--- src/rtl/core/bsh_pkg.sv ---
package bsh_pkg;

   localparam int ELEM_W          = 16;  // element width = number of bit planes
   localparam int NUM_PLANES      = ELEM_W;
   localparam int PLANE_W         = $clog2(NUM_PLANES);
   localparam int BATCH_SIZE      = 8;   // elements packed into one output byte
   localparam int SLOT_W          = $clog2(BATCH_SIZE);
   localparam int BYTE_W          = BATCH_SIZE;
   localparam int ADDR_W          = 16;
   localparam int CFG_W           = 12;
   localparam int ELEMS_PER_GROUP = 16;
   localparam int BYTES_PER_GROUP = 32;

   // per-cycle control for the plane cells
   typedef struct packed {
      logic load;   // take a fresh element from the collect chain
      logic shift;  // step to the next bit plane
   } cell_ctrl_type;

endpackage

--- src/rtl/core/bsh_collect_cell.sv ---
// One slot of the collect chain: takes its neighbor's element on each shift.
module bsh_collect_cell (
   input  logic                        clock,
   input  logic                        shift_en,
   input  logic [bsh_pkg::ELEM_W-1:0]  elem_d,
   output logic [bsh_pkg::ELEM_W-1:0]  elem_q
);

   logic [bsh_pkg::ELEM_W-1:0] elem_ff;

   always_ff @(posedge clock) begin
      if (shift_en) begin
         elem_ff <= elem_d;
      end
   end

   assign elem_q = elem_ff;

endmodule

--- src/rtl/core/bsh_plane_cell.sv ---
// One element of the batch being emitted; bit 0 is the current plane's bit.
module bsh_plane_cell (
   input  logic                        clock,
   input  bsh_pkg::cell_ctrl_type      ctrl,
   input  logic [bsh_pkg::ELEM_W-1:0]  elem_d,
   output logic                        plane_bit
);

   logic [bsh_pkg::ELEM_W-1:0] elem_ff;

   always_ff @(posedge clock) begin
      if (ctrl.load) begin
         elem_ff <= elem_d;
      end else if (ctrl.shift) begin
         elem_ff <= elem_ff >> 1;
      end
   end

   assign plane_bit = elem_ff[0];

endmodule

--- src/rtl/core/bitshuffle_two_byte_elements.sv ---
// Bit-transposing shuffle for a buffer of 16-bit elements.
// req_ channel: one element per transaction, in buffer order.
// rsp_ channel: one output byte per transaction with its destination offset;
//   sixteen transactions (planes 0..15) follow every eighth element.
// csr_ port: group_count write (buffer length in 16-element groups); any
//   write restarts the buffer at element 0. 0 reads as 1, large values clamp.
// Latency: the first byte of a batch is valid the cycle after the eighth
//   element is taken. Throughput: one byte per cycle while rsp_ready is high,
//   from a single plane register bank; the first seven elements of the next
//   batch are taken while the current one drains.
// The eighth element of a batch waits until plane 15 of the previous batch
//   is taken (or is being taken in the same cycle).
// Reset: group_count = 1, element index 0, no pending result.
// Receiver stall: plane bank, plane counter and address hold; the collect
//   chain keeps filling until it needs the bank.
module bitshuffle_two_byte_elements #(
   parameter int MAX_BUFFER_BYTES = 65536
) (
   input  logic                          clock,
   input  logic                          reset,
   input  logic                          req_valid,
   output logic                          req_ready,
   input  logic [bsh_pkg::ELEM_W-1:0]    req_element,
   output logic                          rsp_valid,
   input  logic                          rsp_ready,
   output logic [bsh_pkg::ADDR_W-1:0]    rsp_out_address,
   output logic [bsh_pkg::BYTE_W-1:0]    rsp_out_byte,
   output logic                          rsp_run_last,
   output logic                          rsp_buffer_done,
   input  logic                          csr_write_enable,
   input  logic [bsh_pkg::CFG_W-1:0]     csr_write_data
);

   // group limit from buffer size, never below one, never above the csr range
   localparam int LIMIT_RAW  = MAX_BUFFER_BYTES / bsh_pkg::BYTES_PER_GROUP;
   localparam int LIMIT      = (LIMIT_RAW < 1) ? 1 : LIMIT_RAW;
   localparam int CFG_MAX    = (1 << bsh_pkg::CFG_W) - 1;
   localparam int GROUPS_MAX = (LIMIT > CFG_MAX) ? CFG_MAX : LIMIT;
   localparam int TOTAL_MAX  = GROUPS_MAX * bsh_pkg::ELEMS_PER_GROUP;
   localparam int IDX_W      = $clog2(TOTAL_MAX);
   localparam int GRP_W      = $clog2(GROUPS_MAX + 1);
   localparam int CHAIN_N    = bsh_pkg::BATCH_SIZE - 1;

   // configuration
   logic [GRP_W-1:0]                 groups_ff, groups_in;
   logic [IDX_W-1:0]                 total_last_ff, total_last_in;
   logic [bsh_pkg::ADDR_W-1:0]       plane_size;

   // input side
   logic [IDX_W-1:0]                 idx_ff, idx_in;
   logic [bsh_pkg::SLOT_W-1:0]       slot;
   logic                             req_fire;
   logic                             batch_full;
   logic                             load_batch;
   logic                             last_elem;

   // output side
   logic                             valid_ff, valid_in;
   logic [bsh_pkg::PLANE_W-1:0]      plane_ff, plane_in;
   logic [bsh_pkg::ADDR_W-1:0]       addr_ff, addr_in;
   logic                             done_ff, done_in;
   logic                             rsp_fire;
   logic                             last_plane;
   bsh_pkg::cell_ctrl_type           plane_ctrl;

   logic [bsh_pkg::ELEM_W-1:0]       chain_q [CHAIN_N];
   logic [bsh_pkg::ELEM_W-1:0]       load_d  [bsh_pkg::BATCH_SIZE];

   assign slot       = idx_ff[bsh_pkg::SLOT_W-1:0];
   assign batch_full = (slot == bsh_pkg::SLOT_W'(bsh_pkg::BATCH_SIZE - 1));
   assign last_elem  = (idx_ff == total_last_ff);
   assign last_plane = (plane_ff == bsh_pkg::PLANE_W'(bsh_pkg::NUM_PLANES - 1));
   assign rsp_fire   = valid_ff && rsp_ready;

   // the eighth element needs the plane bank free, or freeing this cycle
   assign req_ready  = !batch_full || !valid_ff || (rsp_ready && last_plane);
   assign req_fire   = req_valid && req_ready;
   assign load_batch = req_fire && batch_full;

   assign plane_size = bsh_pkg::ADDR_W'(groups_ff) << 1;

   // group count clamp on write
   always_comb begin
      groups_in     = groups_ff;
      total_last_in = total_last_ff;
      if (csr_write_enable) begin
         if (csr_write_data == '0) begin
            groups_in = GRP_W'(1);
         end else if (csr_write_data > bsh_pkg::CFG_W'(GROUPS_MAX)) begin
            groups_in = GRP_W'(GROUPS_MAX);
         end else begin
            groups_in = GRP_W'(csr_write_data);
         end
         total_last_in = IDX_W'(({4'b0, groups_in} << 4) - 1'b1);
      end
   end

   // element index, wraps at end of buffer, cleared by any csr write
   always_comb begin
      idx_in = idx_ff;
      if (csr_write_enable) begin
         idx_in = '0;
      end else if (req_fire) begin
         idx_in = last_elem ? '0 : idx_ff + 1'b1;
      end
   end

   // output sequencing: one plane per rsp transaction
   always_comb begin
      valid_in = valid_ff;
      plane_in = plane_ff;
      addr_in  = addr_ff;
      done_in  = done_ff;
      if (load_batch) begin
         valid_in = 1'b1;
         plane_in = '0;
         addr_in  = bsh_pkg::ADDR_W'(idx_ff >> bsh_pkg::SLOT_W);
         done_in  = last_elem;
      end else if (rsp_fire) begin
         if (last_plane) begin
            valid_in = 1'b0;
         end else begin
            plane_in = plane_ff + 1'b1;
            addr_in  = addr_ff + plane_size;
         end
      end
   end

   always_ff @(posedge clock) begin
      if (reset) begin
         groups_ff     <= GRP_W'(1);
         total_last_ff <= IDX_W'(bsh_pkg::ELEMS_PER_GROUP - 1);
         idx_ff        <= '0;
         valid_ff      <= 1'b0;
         plane_ff      <= '0;
      end else begin
         groups_ff     <= groups_in;
         total_last_ff <= total_last_in;
         idx_ff        <= idx_in;
         valid_ff      <= valid_in;
         plane_ff      <= plane_in;
      end
      addr_ff <= addr_in;
      done_ff <= done_in;
   end

   // collect chain: newest element enters at the top, oldest sits in cell 0
   genvar k;
   generate
      for (k = 0; k < CHAIN_N; k++) begin : g_chain
         bsh_collect_cell u_cell (
            .clock    (clock),
            .shift_en (req_fire && !batch_full),
            .elem_d   ((k == CHAIN_N - 1) ? req_element : chain_q[(k + 1) % CHAIN_N]),
            .elem_q   (chain_q[k])
         );
         assign load_d[k] = chain_q[k];
      end
   endgenerate
   assign load_d[bsh_pkg::BATCH_SIZE - 1] = req_element;

   assign plane_ctrl.load  = load_batch;
   assign plane_ctrl.shift = rsp_fire;

   // plane cells: cell m supplies bit m of the output byte
   generate
      for (k = 0; k < bsh_pkg::BATCH_SIZE; k++) begin : g_plane
         bsh_plane_cell u_cell (
            .clock     (clock),
            .ctrl      (plane_ctrl),
            .elem_d    (load_d[k]),
            .plane_bit (rsp_out_byte[k])
         );
      end
   endgenerate

   assign rsp_valid       = valid_ff;
   assign rsp_out_address = addr_ff;
   assign rsp_run_last    = last_plane;
   assign rsp_buffer_done = last_plane && done_ff;

endmodule

--- config.mk ---
export PLATFORM = sky130hd
export DESIGN_NAME = bitshuffle_two_byte_elements
export DESIGN_NICKNAME = d
export VERILOG_FILES = /design/src/rtl/core/bsh_pkg.sv /design/src/rtl/core/bsh_collect_cell.sv /design/src/rtl/core/bsh_plane_cell.sv /design/src/rtl/core/bitshuffle_two_byte_elements.sv
export SDC_FILE = /design/constraint.sdc
export NUM_CORES = 1
export LEC_CHECK = 0
export BUFFER_PORTS_ARGS = -buffer_cell sky130_fd_sc_hd__buf_2
export CORE_MARGIN = 5
export CORE_UTILIZATION = 45
export DETAILED_ROUTE_END_ITERATION = 7
export PLACE_DENSITY = 0.6
export SLEW_MARGIN = 0
export SYNTH_ARGS = -nofsm -noshare
export SYNTH_HDL_FRONTEND = slang
export SYNTH_SLANG_ARGS = --single-unit
--- constraint.sdc ---
create_clock -name clock -period 10.9 [get_ports clock]
set_clock_uncertainty 0.05 [all_clocks]
set_input_delay 2.18 -clock clock [delete_from_list [all_inputs] [get_ports clock]]
set_output_delay 2.18 -clock clock [all_outputs]
set_load 0.02 [all_outputs]
* After elaboration in Yosys (flattened, before gate mapping)
Index checks and enable logic that the tools add are counted.
** Word-level totals
- Register bits after elaboration :: 304
** Cells by class
- $add $sub $neg :: 4
- Mux-type cells :: 26
- Bitwise logic cells :: 1
- Eq/ne operators :: 4
- Reductions and logical operators :: 18
- Magnitude comparators :: 1
** Operators with widths (number)
- 16-bit two-way mux :: 16
- 12-bit two-way mux :: 6
- 16-bit by 13-bit adder with 16-bit output :: 1
- 15-bit by 1-bit adder with 15-bit output, second input constant :: 1
- 15-bit equality test :: 1
- 15-bit two-way mux :: 1
- 15-bit by 1-bit subtractor with 15-bit output, second input constant :: 1
- 12-bit greater-than comparator, second input constant :: 1
- 12-bit logical NOT :: 1
- 1-bit logical AND :: 6
- 2-bit AND reduction :: 3
- 4-bit by 1-bit adder with 4-bit output, second input constant :: 1
- 4-bit equality test, second input constant :: 1
- 2-bit nonzero test :: 2
- 2-bit OR reduction :: 2
- 3-bit equality test, second input constant :: 1
- 1-bit two-way mux :: 3
- 1-bit logical NOT :: 2
- 1-bit logical OR :: 2
- 2-bit != test, second input constant :: 1
- 1-bit inverter :: 1

* Logic depth before layout (Yosys ltp)
Gate-level depths: netlist of run 1.
- Depth in word-level cells :: 8
- Mapped depth :: 10
- Gate-level depth less buffers :: 9

* Hierarchy
From an unflattened synthesis of run 1, not the netlist that was laid out.
** Unflattened totals
- Cell total of the unflattened synthesis :: 795
- Area total of the unflattened synthesis :: 12634.6 µm²
** By module, submodules not included
- bsh_plane_cell :: cells each 35, sequential area each 480.5 µm², instances 8, area each 724.4 µm²
- bitshuffle_two_byte_elements :: cells each 403, sequential area each 1331.3 µm², instances 1, area each 3475.8 µm²
- bsh_collect_cell :: cells each 16, sequential area each 480.5 µm², instances 7, area each 480.5 µm²

* Worst setup path after synthesis of run 1
No wires, ideal clock.
- Path type :: input to register
- From :: input req_valid
- To :: register g_chain[0].u_cell.elem_ff (netlist bit g_chain[0].u_cell.elem_q[0]), enable pin
- Buffers on the path :: 0
- Data required time :: 10.262 ns
- Setup time :: 0.588 ns
- Path slack :: 3.328 ns
- Stages :: 2
- Arrival time :: 6.934 ns
- Cells stage by stage :: inv_1 -> nor2_1
** On the way
- Longest elaborated chain between the ends :: 2
** RTL lines
- from (decl) :: line bitshuffle_two_byte_elements.sv:21 : input logic req_valid,
- 1-bit logical AND :: line bitshuffle_two_byte_elements.sv:77 : assign req_fire = req_valid && req_ready;
- 1-bit logical AND :: line bitshuffle_two_byte_elements.sv:153 : .shift_en (req_fire && !batch_full),
- named net g_chain[0].u_cell.shift_en :: line bsh_collect_cell.sv:4 : input logic shift_en,
- to (signal assigned) :: line bsh_collect_cell.sv:13 : elem_ff <= elem_d;
- to (decl) :: line bsh_collect_cell.sv:9 : logic [bsh_pkg::ELEM_W-1:0] elem_ff;
The timed path passes the listed nets, and every way through them passes these cells.
A chain may end at the register's enable or synchronous reset.

* Worst setup path in the final report of run 1
- From :: input rsp_ready
- To :: output req_ready
** On the way
- Longest elaborated chain between the ends :: 2
** RTL lines
- from (decl) :: line bitshuffle_two_byte_elements.sv:25 : input logic rsp_ready,
- 1-bit logical AND :: line bitshuffle_two_byte_elements.sv:76 : assign req_ready = !batch_full || !valid_ff || (rsp_ready && last_plane);
- 1-bit logical OR :: line bitshuffle_two_byte_elements.sv:76
- to (decl) :: line bitshuffle_two_byte_elements.sv:22 : output logic req_ready,
No other way between the ends.

==> results.md, run 1 <==
* Status: finished clean
* Main synth FF type: edfxtp_1
* Setup TNS at 0 ps
* Vias at 7460
* Root Driver: clkbuf_16
* Most frequent cells in the layout: nand2_1 (401), edfxtp_1 (253), buf_2 (60)
* Sequential element share of the synthesized area at 0.696
* Max FO, Critical Path at 3
* Post-layout util at 0.513
* Gr ovfl total at 0
* Tot Pwr at 2.33 mW
* Max-slew violations at 0
* Clock transition at path regs at 60 ps
* Post CTS Setup Buffer Count at 0
* Power Density at 169 mW/mm^2
* Fin area at about 0.014 mm^2
* Drt drc at 0
* Tcrit/Tclk final at 0.454
* Yosys top cell area share at 0.619
* # rows at 60
* Post-synth EDFFs at 253
* Layout cells sized above 1 at 0.105
* Area Growth Syn to Fin at 12.2%
* LEAKAGE at 5.21 nW
* Mapped Cells at 1053
* All-Layer GR Usage at 0.142
* Hold_buf cts at 0
* Minimum clock period at 4950 ps
* Core area at 0.0269 mm^2
* Port Buffers at 60
* Wire per inst at about 15 um
* First-pass GRT wire length at 37000 um
* Yosys cell types at 58
* Peak VDD IR at 0.113 mV
* Syn nets at 1103
* TritonCTS Sinks at 300
* Max cap viols at 0
* CTS Buffer Depth at 3
* Final setup vio count at 0
* Largest net degree at the start of global routing at 102
* Critical Path RT at 8670 ps
* Final wirelength at 21500 um
* Crit-path cells: buf_2 > nand4_1 > nand3_1 > buf_2
* Mapped Area at ~0.012 mm^2
* Vias in the first global route at 7273
* Sequential group share of total power at 0.552
* FILL cells at 2383
* Router iterations before antenna repair at 5
* Clk Latency, worst-skew pair at 550 ps
* DRT iter0 DRCs at 550
* Rel. slew slack at 0.284
* Hold Crit Class: reg2reg
* Routability cong. at about 0.82
* Switching share of power at 0.198
* Synth top area cells: edfxtp_1 (62%), nand2_1 (12%), dfxtp_1 (7.7%)
* F_max at between 200 and 250 MHz
* Htree depth at 1
* Placed cell areas at 0.0128 mm^2
* Endpoints failing hold at 0
* Initial antenna violation count at 0
* CTS resizes at 0
* Post-DR vias/cell at 5.11
* Sw Pwr at 0.463 mW
* Final hold slack at approximately 400 ps
* RSZ-0062 raised after global routing: false
* Die height at 175 um
* Combinational share of power at 0.026
* Dominant cell type by area after synthesis: edfxtp_1
* Die width at 175 um
* Ant. Diodes at 0
* Critical Path AT at 2720 ps
* Flops & latches, synth at 300
* Worst Path Buf+Inv at 2
* CTS buffer count at 30
* Clock Power Share at 0.422
* Initial cell density of the core at 0.457
* CP top delay family: simple AND/OR/NAND/NOR gates
* I/O pins at 61
* CP Class: in2out
* Avg Cell Area, Syn at 11.7 um^2
* Post-detail-place hpwl at 13200 um
* Synth async-reset ratio at 0
* Die ar. at 0.0307 mm^2
* Largest stage delay on the critical path at 170 ps
* Worst setup EP type: primary output
* CP max-delay cell: buf_2
* Worst Tran Pin Value at 1070 ps
* CP startpoint kind: input port
* Layout Nets at between 1k and 1.5k
* CTS tree: done
* Post-DRT Antenna Nets at 0
* Synth Warn # at 0
* Internal power at 1.87 mW
* CP most frequent cell: buf_2
* Commonest non-fill, non-tap cell in the layout: nand2_1
## cells by family after synthesis
logic type,count (synthesis),synth area share
flops,300,0.696
fa+ha+maj,17,0.0179
xor+xnor,27,0.0193
mux,10,0.00816
compound gates,90,0.0474
buf+inv,65,0.0240
simple gates,544,0.188
## cells in the mapped netlist, drive strengths merged, types with 4 or more instances
library cell,count
nand2,403
edfxtp,253
dfxtp,47
nor2,41
a21oi,31
buf,27
clkbuf,27
nand3,26
o21ai,19
xnor2,17
ha,16
and2,11
mux2i,10
xor2,10
and3,9
inv,9
nor3,9
nor2b,8
nor3b,8
nand4,7
a311oi,6
a211oi,5
a31oi,5
nor4,5
o21a,5
nand2b,4
nand3b,4
## final timing paths
kind         cells after the start                           end                          from  slack (ps)
min                              0  g_chain[1].u_cell.elem_q[15]  g_chain[2].u_cell.elem_q[15]         390
min reg2reg                      0  g_chain[1].u_cell.elem_q[15]  g_chain[2].u_cell.elem_q[15]         390
max reg2reg                      9           rsp_out_address[11]                   plane_ff[0]        7380
max                              4                     req_ready                     rsp_ready        5950
## area by class of cell
| class | instances | area (um^2) | area share |
|---|---|---|---|
| multi-input combinational | 688 | 3470 | 0.252 |
| inverter | 11 | 43.8 | 0.00318 |
| clock buffer | 37 | 777 | 0.0564 |
| clock inverter | 17 | 176 | 0.0128 |
| tap | 341 | 427 | 0.0310 |
| sequential | 300 | 8540 | 0.620 |
| timing repair buffer | 66 | 345 | 0.0251 |
## power by group through the flow
stage | registers (mW) | logic (mW) | clock network (mW)
after floorplan | 1.31 | 0.0393 | 0
after global placement | 1.31 | 0.0602 | 0
after global routing | 1.29 | 0.0680 | 1.07
after CTS | 1.29 | 0.0611 | 1.01
final | 1.29 | 0.0608 | 0.985
after detailed placement | 1.31 | 0.0608 | 0
## routing by layer
metal	track usage	routed length (um)	up-vias
li1	-	-	3721
met1	0.210	10600	3615
met2	0.225	9880	98
met3	0.0240	742	26
met4	0.0252	309	0
met5	0	0	-
## sequential cells by signal, summed over array words and instances, names as in the netlist
name                    flops
groups_ff                  12
total_last_ff              11
rsp_out_address            16
g_chain.u_cell.elem_q     112
idx_ff                     15
rsp_valid                   1
done_ff                     1
plane_ff                    4
g_plane.u_cell.elem_ff    128
## stage by stage
| step | instances | setup WS (ps) |
|---|---|---|
| 2_1_floorplan | 1053 | 3330 |
| 3_3_place_gp | 1406 | 5690 |
| 3_5_place_dp | 1406 | 5590 |
| 4_1_cts | 1460 | 5950 |
| 5_1_grt | 1460 | 5860 |
| 6_report | 1460 | 5950 |
Note: power is estimated with default switching activity, not from simulation.
==> run 2: changes to the inputs <==
Settings changed: PLACE_DENSITY 0.6 to 0.62.
Clock period 10.9 ns to 4.52 ns, I/O delays scaled along.
==> results.md, run 2 (same netlist as run 1, synthesis figures left out) <==
* CP Class: reg2out
* Minimum clock period at 2770 ps
* Clock transition at path regs at 60 ps
* Final setup vio count at 0
* Worst reg2reg path depth at 9
* Routing usage on met2 at 0.210
* Routability cong. at about 0.83
* Drt drc at 0
* Initial cell density of the core at 0.457
* Crit-path cells: ha_1 > ha_1 > nand3_1 > buf_2
* Ant. Diodes at 0
* CTS tree: done
* GR Util met1 at 0.220
* RSZ-0062 raised after global routing: false
* Setup WS post-layout at 1750 ps
* Post-DRT Antenna Nets at 0
* Root Driver: clkbuf_16
* Register area at 0.00854 mm^2
* Max-slew violations at 0
* I/O pins at 61
* Largest register FFs at 128
* Router iterations before antenna repair at 5
* First-pass GRT wire length at 36600 um
* Port Buffers at 60
* Vias in the first global route at about 7.1k
* Rel. slew slack at 0.334
* CTS resizes at 0
* Die width at about 180 um
* Critical Path RT at 3570 ps
* FILL cells at 2341
* Endpoints failing hold at 0
* CP Launch Point: idx_ff[0]
* Vias at 7462
* Htree depth at 1
* LEAKAGE at 5.29 nW
* Multi-input logic area at 0.00348 mm^2
* DRT iter0 DRCs at 506
* Post-detail-place hpwl at 12900 um
* Max cap viols at 0
* Worst Tran Pin Value at 998 ps
* Largest reg by FF count: g_plane.u_cell.elem_ff
* Wire per inst at 14.8 um
* Final hold slack at 390 ps
* Placed cell areas at approximately 0.013 mm^2
* Hold Crit Class: reg2reg
* Crit path to: req_ready
* Max FO, Critical Path at 5
* CTS Buffer Depth at 3
* RR Startpoint: rsp_out_address[1]
* CP max-delay cell: dfxtp_1
* Tcrit/Tclk final at 0.613
* # rows at 60
* CP most frequent cell: ha_1
* Area Growth Syn to Fin at 13.5%
* Largest stage delay on the critical path at 380 ps
* TritonCTS Sinks at 300
* F_max at around 360 MHz
* Power Density at 424 mW/mm^2
* Die ar. at about 0.031 mm^2
* Peak VDD IR at about 0.33 mV
* Most frequent cells in the layout: nand2_1 (401), edfxtp_1 (253), buf_2 (60)
* GR peak layer: met1
* Final wirelength at 21700 um
* Post-DR vias/cell at 5.10
* Critical Path AT at roughly 1800 ps
* Gr ovfl total at 0
* Placed Instances at approximately 1.4k
* CTS buffer count at 30
* Layout Nets at 1148
* Die height at 175 um
* Place WS at between 1500 and 2000 ps
* Commonest non-fill, non-tap cell in the layout: nand2_1
* Met3 Use GR at 0.0223
* Setup TNS at 0 ps
* Initial antenna violation count at 0
* Non-Filler Instances at approximately 1.5k
* Worst setup EP type: primary output
* Post CTS Setup Buffer Count at 0
* Fin area at 0.0139 mm^2
* Reg2reg end: rsp_out_address[9]
* Core area at 0.0269 mm^2
* Status: finished clean
* Layout cells sized above 1 at 0.112
* Clk Latency, worst-skew pair at approximately 550 ps
* Hold_buf cts at 0
* All-Layer GR Usage at 0.141
* Largest net degree at the start of global routing at 129
* Reg2Reg Setup Slack at approximately 1900 ps
* CP startpoint kind: flip-flop
[run 2: routing by layer]
metal  vias up  share of wire  wire length, um
met2       148           0.44             9620
met3        23          0.045              974
met5         -              0                0
li1       3742              -                -
met4         0          0.014              298
met1      3549           0.50            10800
[run 2: critical path, delay by kind of cell, from the launching register on]
family | cells | cell delay [ps]
buffers and inverters | 1 | 200
DFF | 1 | 380
and+or+nand+nor | 1 | 200
adders and majority gates | 2 | 490
[run 2: report_power, final]
group / switching, mW / internal [mW] / leakage (nW)
registers: 0.0375 / 3.06 / 2.66
clock network: 1.04 / 1.62 / 0.513
logic: 0.0924 / 0.0541 / 2.11
total: 1.17 / 4.74 / 5.29
[run 2: stage by stage]
stage	total power, mW	utilization
2_1_floorplan	3.25	-
3_3_place_gp	3.30	0.479
3_5_place_dp	3.31	0.479
4_1_cts	5.97	0.518
5_1_grt	6.12	0.518
6_report	5.91	0.518
[run 2: worst min path at each step]
stage | from | endpoint | slack (ps) | cells past startpoint
detailed placement | g_chain[4].u_cell.elem_q[15] | g_chain[3].u_cell.elem_q[15] | 380 | 0
finish | g_chain[3].u_cell.elem_q[11] | g_chain[2].u_cell.elem_q[11] | 390 | 0
global route | g_chain[2].u_cell.elem_q[15] | g_chain[1].u_cell.elem_q[15] | 410 | 0
floorplan | g_chain[1].u_cell.elem_q[15] | g_chain[0].u_cell.elem_q[15] | 370 | 0
CTS | g_chain[3].u_cell.elem_q[11] | g_chain[2].u_cell.elem_q[11] | 390 | 0
global placement | g_chain[5].u_cell.elem_q[15] | g_chain[4].u_cell.elem_q[15] | 380 | 0
[run 2: final cells by class]
class,count,share of cell area
Sequential cell,300,0.613
Tap cell,341,0.0306
Clock inverter,19,0.0212
Clock buffer,36,0.0555
Timing Repair Buffer,67,0.0271
Inverter,11,0.00314
Multi-Input combinational cell,688,0.250
==> run 3: changes to the inputs <==
Clock period 4.52 ns to 2.5 ns, I/O delays scaled along.
==> results.md, run 3 (same netlist as run 1, synthesis figures left out) <==
* Clock transition at path regs at 60 ps
* DRT iter0 DRCs at 633
* Max cap viols at 0
* Fin area at between 0.01 and 0.015 mm^2
* Layout Nets at approximately 1.2k
* Power Density at 732 mW/mm^2
* CTS buffer count at 31
* Largest register FFs at ~130
* Minimum clock period at between 2000 and 2500 ps
* Hold Crit Class: in2reg
* Largest net degree at the start of global routing at between 100 and 150
* Die ar. at 0.0307 mm^2
* Setup TNS at 0 ps
* RSZ-0062 raised after global routing: false
* Max FO, Critical Path at 4
* Core area at about 0.027 mm^2
* Htree depth at 1
* Peak VDD IR at ~0.54 mV
* Largest reg by FF count: g_plane.u_cell.elem_ff
* Gr ovfl total at 0
* Tot Pwr at 10.3 mW
* Drt drc at 0
* Vias at between 7k and 8k
* Status: finished clean
* Critical Path RT at between 2000 and 3000 ps
* I/O pins at 61
* Routability cong. at 0.831
* Combinational share of power at 0.026
* Port Buffers at 60
* Post-detail-place hpwl at 13700 um
* Layout cells sized above 1 at 0.125
* Router iterations before antenna repair at 5
* LEAKAGE at 5.33 nW
* F_max at 422 MHz
* Placed cell areas at between 0.01 and 0.015 mm^2
* First-pass GRT wire length at 37200 um
* Max-slew violations at 0
* Worst Tran Pin Value at 655 ps
* CP Class: reg2reg
* Critical Path AT at 2830 ps
* TritonCTS Sinks at 300
* Sequential group share of total power at 0.546
* Internal power at 8.22 mW
* CTS tree: done
* Die height at 175 um
* Hold_buf cts at 0
* Post CTS Setup Buffer Count at 0
* Initial antenna violation count at 0
* Final wirelength at 21800 um
* Final setup vio count at 0
* Switching share of power at 0.199
* Post-DR vias/cell at between 5 and 6
* Commonest non-fill, non-tap cell in the layout: nand2_1
* Tcrit/Tclk final at 0.949
* Root Driver: clkbuf_16
* Vias in the first global route at 7371
* Rel. slew slack at 0.563
* Clock Power Share at 0.427
* Worst setup EP type: flip-flop
* CTS Buffer Depth at 3
* Most frequent cells in the layout: nand2_1 (401), edfxtp_1 (253), buf_2 (60)
* Clk Latency, worst-skew pair at roughly 560 ps
* # rows at 60
* Area Growth Syn to Fin at 14.3%
* Post-DRT Antenna Nets at 0
* Ant. Diodes at 0
* Wire per inst at ~15 um
* Endpoints failing hold at 0
* Sw Pwr at 2.05 mW
* All-Layer GR Usage at 0.144
* CP startpoint kind: flip-flop
* Initial cell density of the core at 0.457
* Die width at roughly 180 um
[run 3: cell count changes in the layout (fill, tap and decap cells not counted), moves of 2 or more]
cell,change
clkinv_2,-3
ha_4,+2
buf_4,+14
ha_1,-2
buf_12,+3
bufinv_16,-4
clkinv_1,+5
dfxtp_2,+2
dfxtp_1,-2
[run 3: power by group through the flow]
| stage | sequential [mW] | combinational, mW | clock [mW] |
|---|---|---|---|
| floorplan | 5.69 | 0.173 | 0 |
| global placement | 5.71 | 0.263 | 0 |
| detailed placement | 5.72 | 0.265 | 0 |
| CTS | 5.61 | 0.267 | 4.53 |
| global route | 5.63 | 0.299 | 4.75 |
| finish | 5.61 | 0.268 | 4.39 |
[run 3: timing repair]
item	in CTS	in global routing
gates resized for setup	0	1
endpoints found under the hold margin	0	0
setup endpoints to repair	0	2
[run 3: worst paths after layout]
check	start	end	slack [ps]	cells past startpoint
setup / recovery	rsp_out_address[1]	rsp_out_address[13]	130	9
hold / removal	req_element[5]	g_chain[6].u_cell.elem_q[5]	80	1
setup reg to reg	rsp_out_address[1]	rsp_out_address[13]	130	9
hold reg to reg	g_chain[5].u_cell.elem_q[12]	g_chain[4].u_cell.elem_q[12]	390	0
[run 3: critical path, stage by stage (launching register included)]
cell,delay (ps)
edfxtp_1,390
ha_1,240
inv_1,70
fa_1,190
nand2b_1,150
a211oi_2,90
o21a_1,200
o41a_1,360
or4b_1,480
nand3_1,90
[run 3: final cells by class]
cell class                      count  area [um^2]
Timing Repair Buffer               84          543
Sequential cell                   300         8540
Inverter                           11         43.8
Clock buffer                       38          802
Clock inverter                     17          170
Fill cell                        2344        12800
Tap cell                          341          427
Multi-Input combinational cell    688         3510
[run 3: per-stage QoR]
step / hold slack [ps] / instances / utilization / setup slack, ps
CTS: 52.3 / 1479 / 0.522 / 133
detailed placement: 380 / 1424 / 0.486 / 149
floorplan: 367 / 1053 / - / -265
global route: 44.7 / 1479 / 0.522 / 23.3
global placement: 373 / 1424 / 0.486 / 178
finish: 78.1 / 1479 / 0.522 / 128
[run 3: layer usage]
| metal | GRT usage | wire (um) | vias up | share of wire |
|---|---|---|---|---|
| met5 | 0 | 0 | - | 0 |
| met2 | 0.221 | 9940 | 146 | 0.46 |
| li1 | - | - | 3779 | - |
| met4 | 0.0327 | 315 | 0 | 0.014 |
| met1 | 0.213 | 10400 | 3540 | 0.48 |
| met3 | 0.0277 | 1090 | 21 | 0.050 |
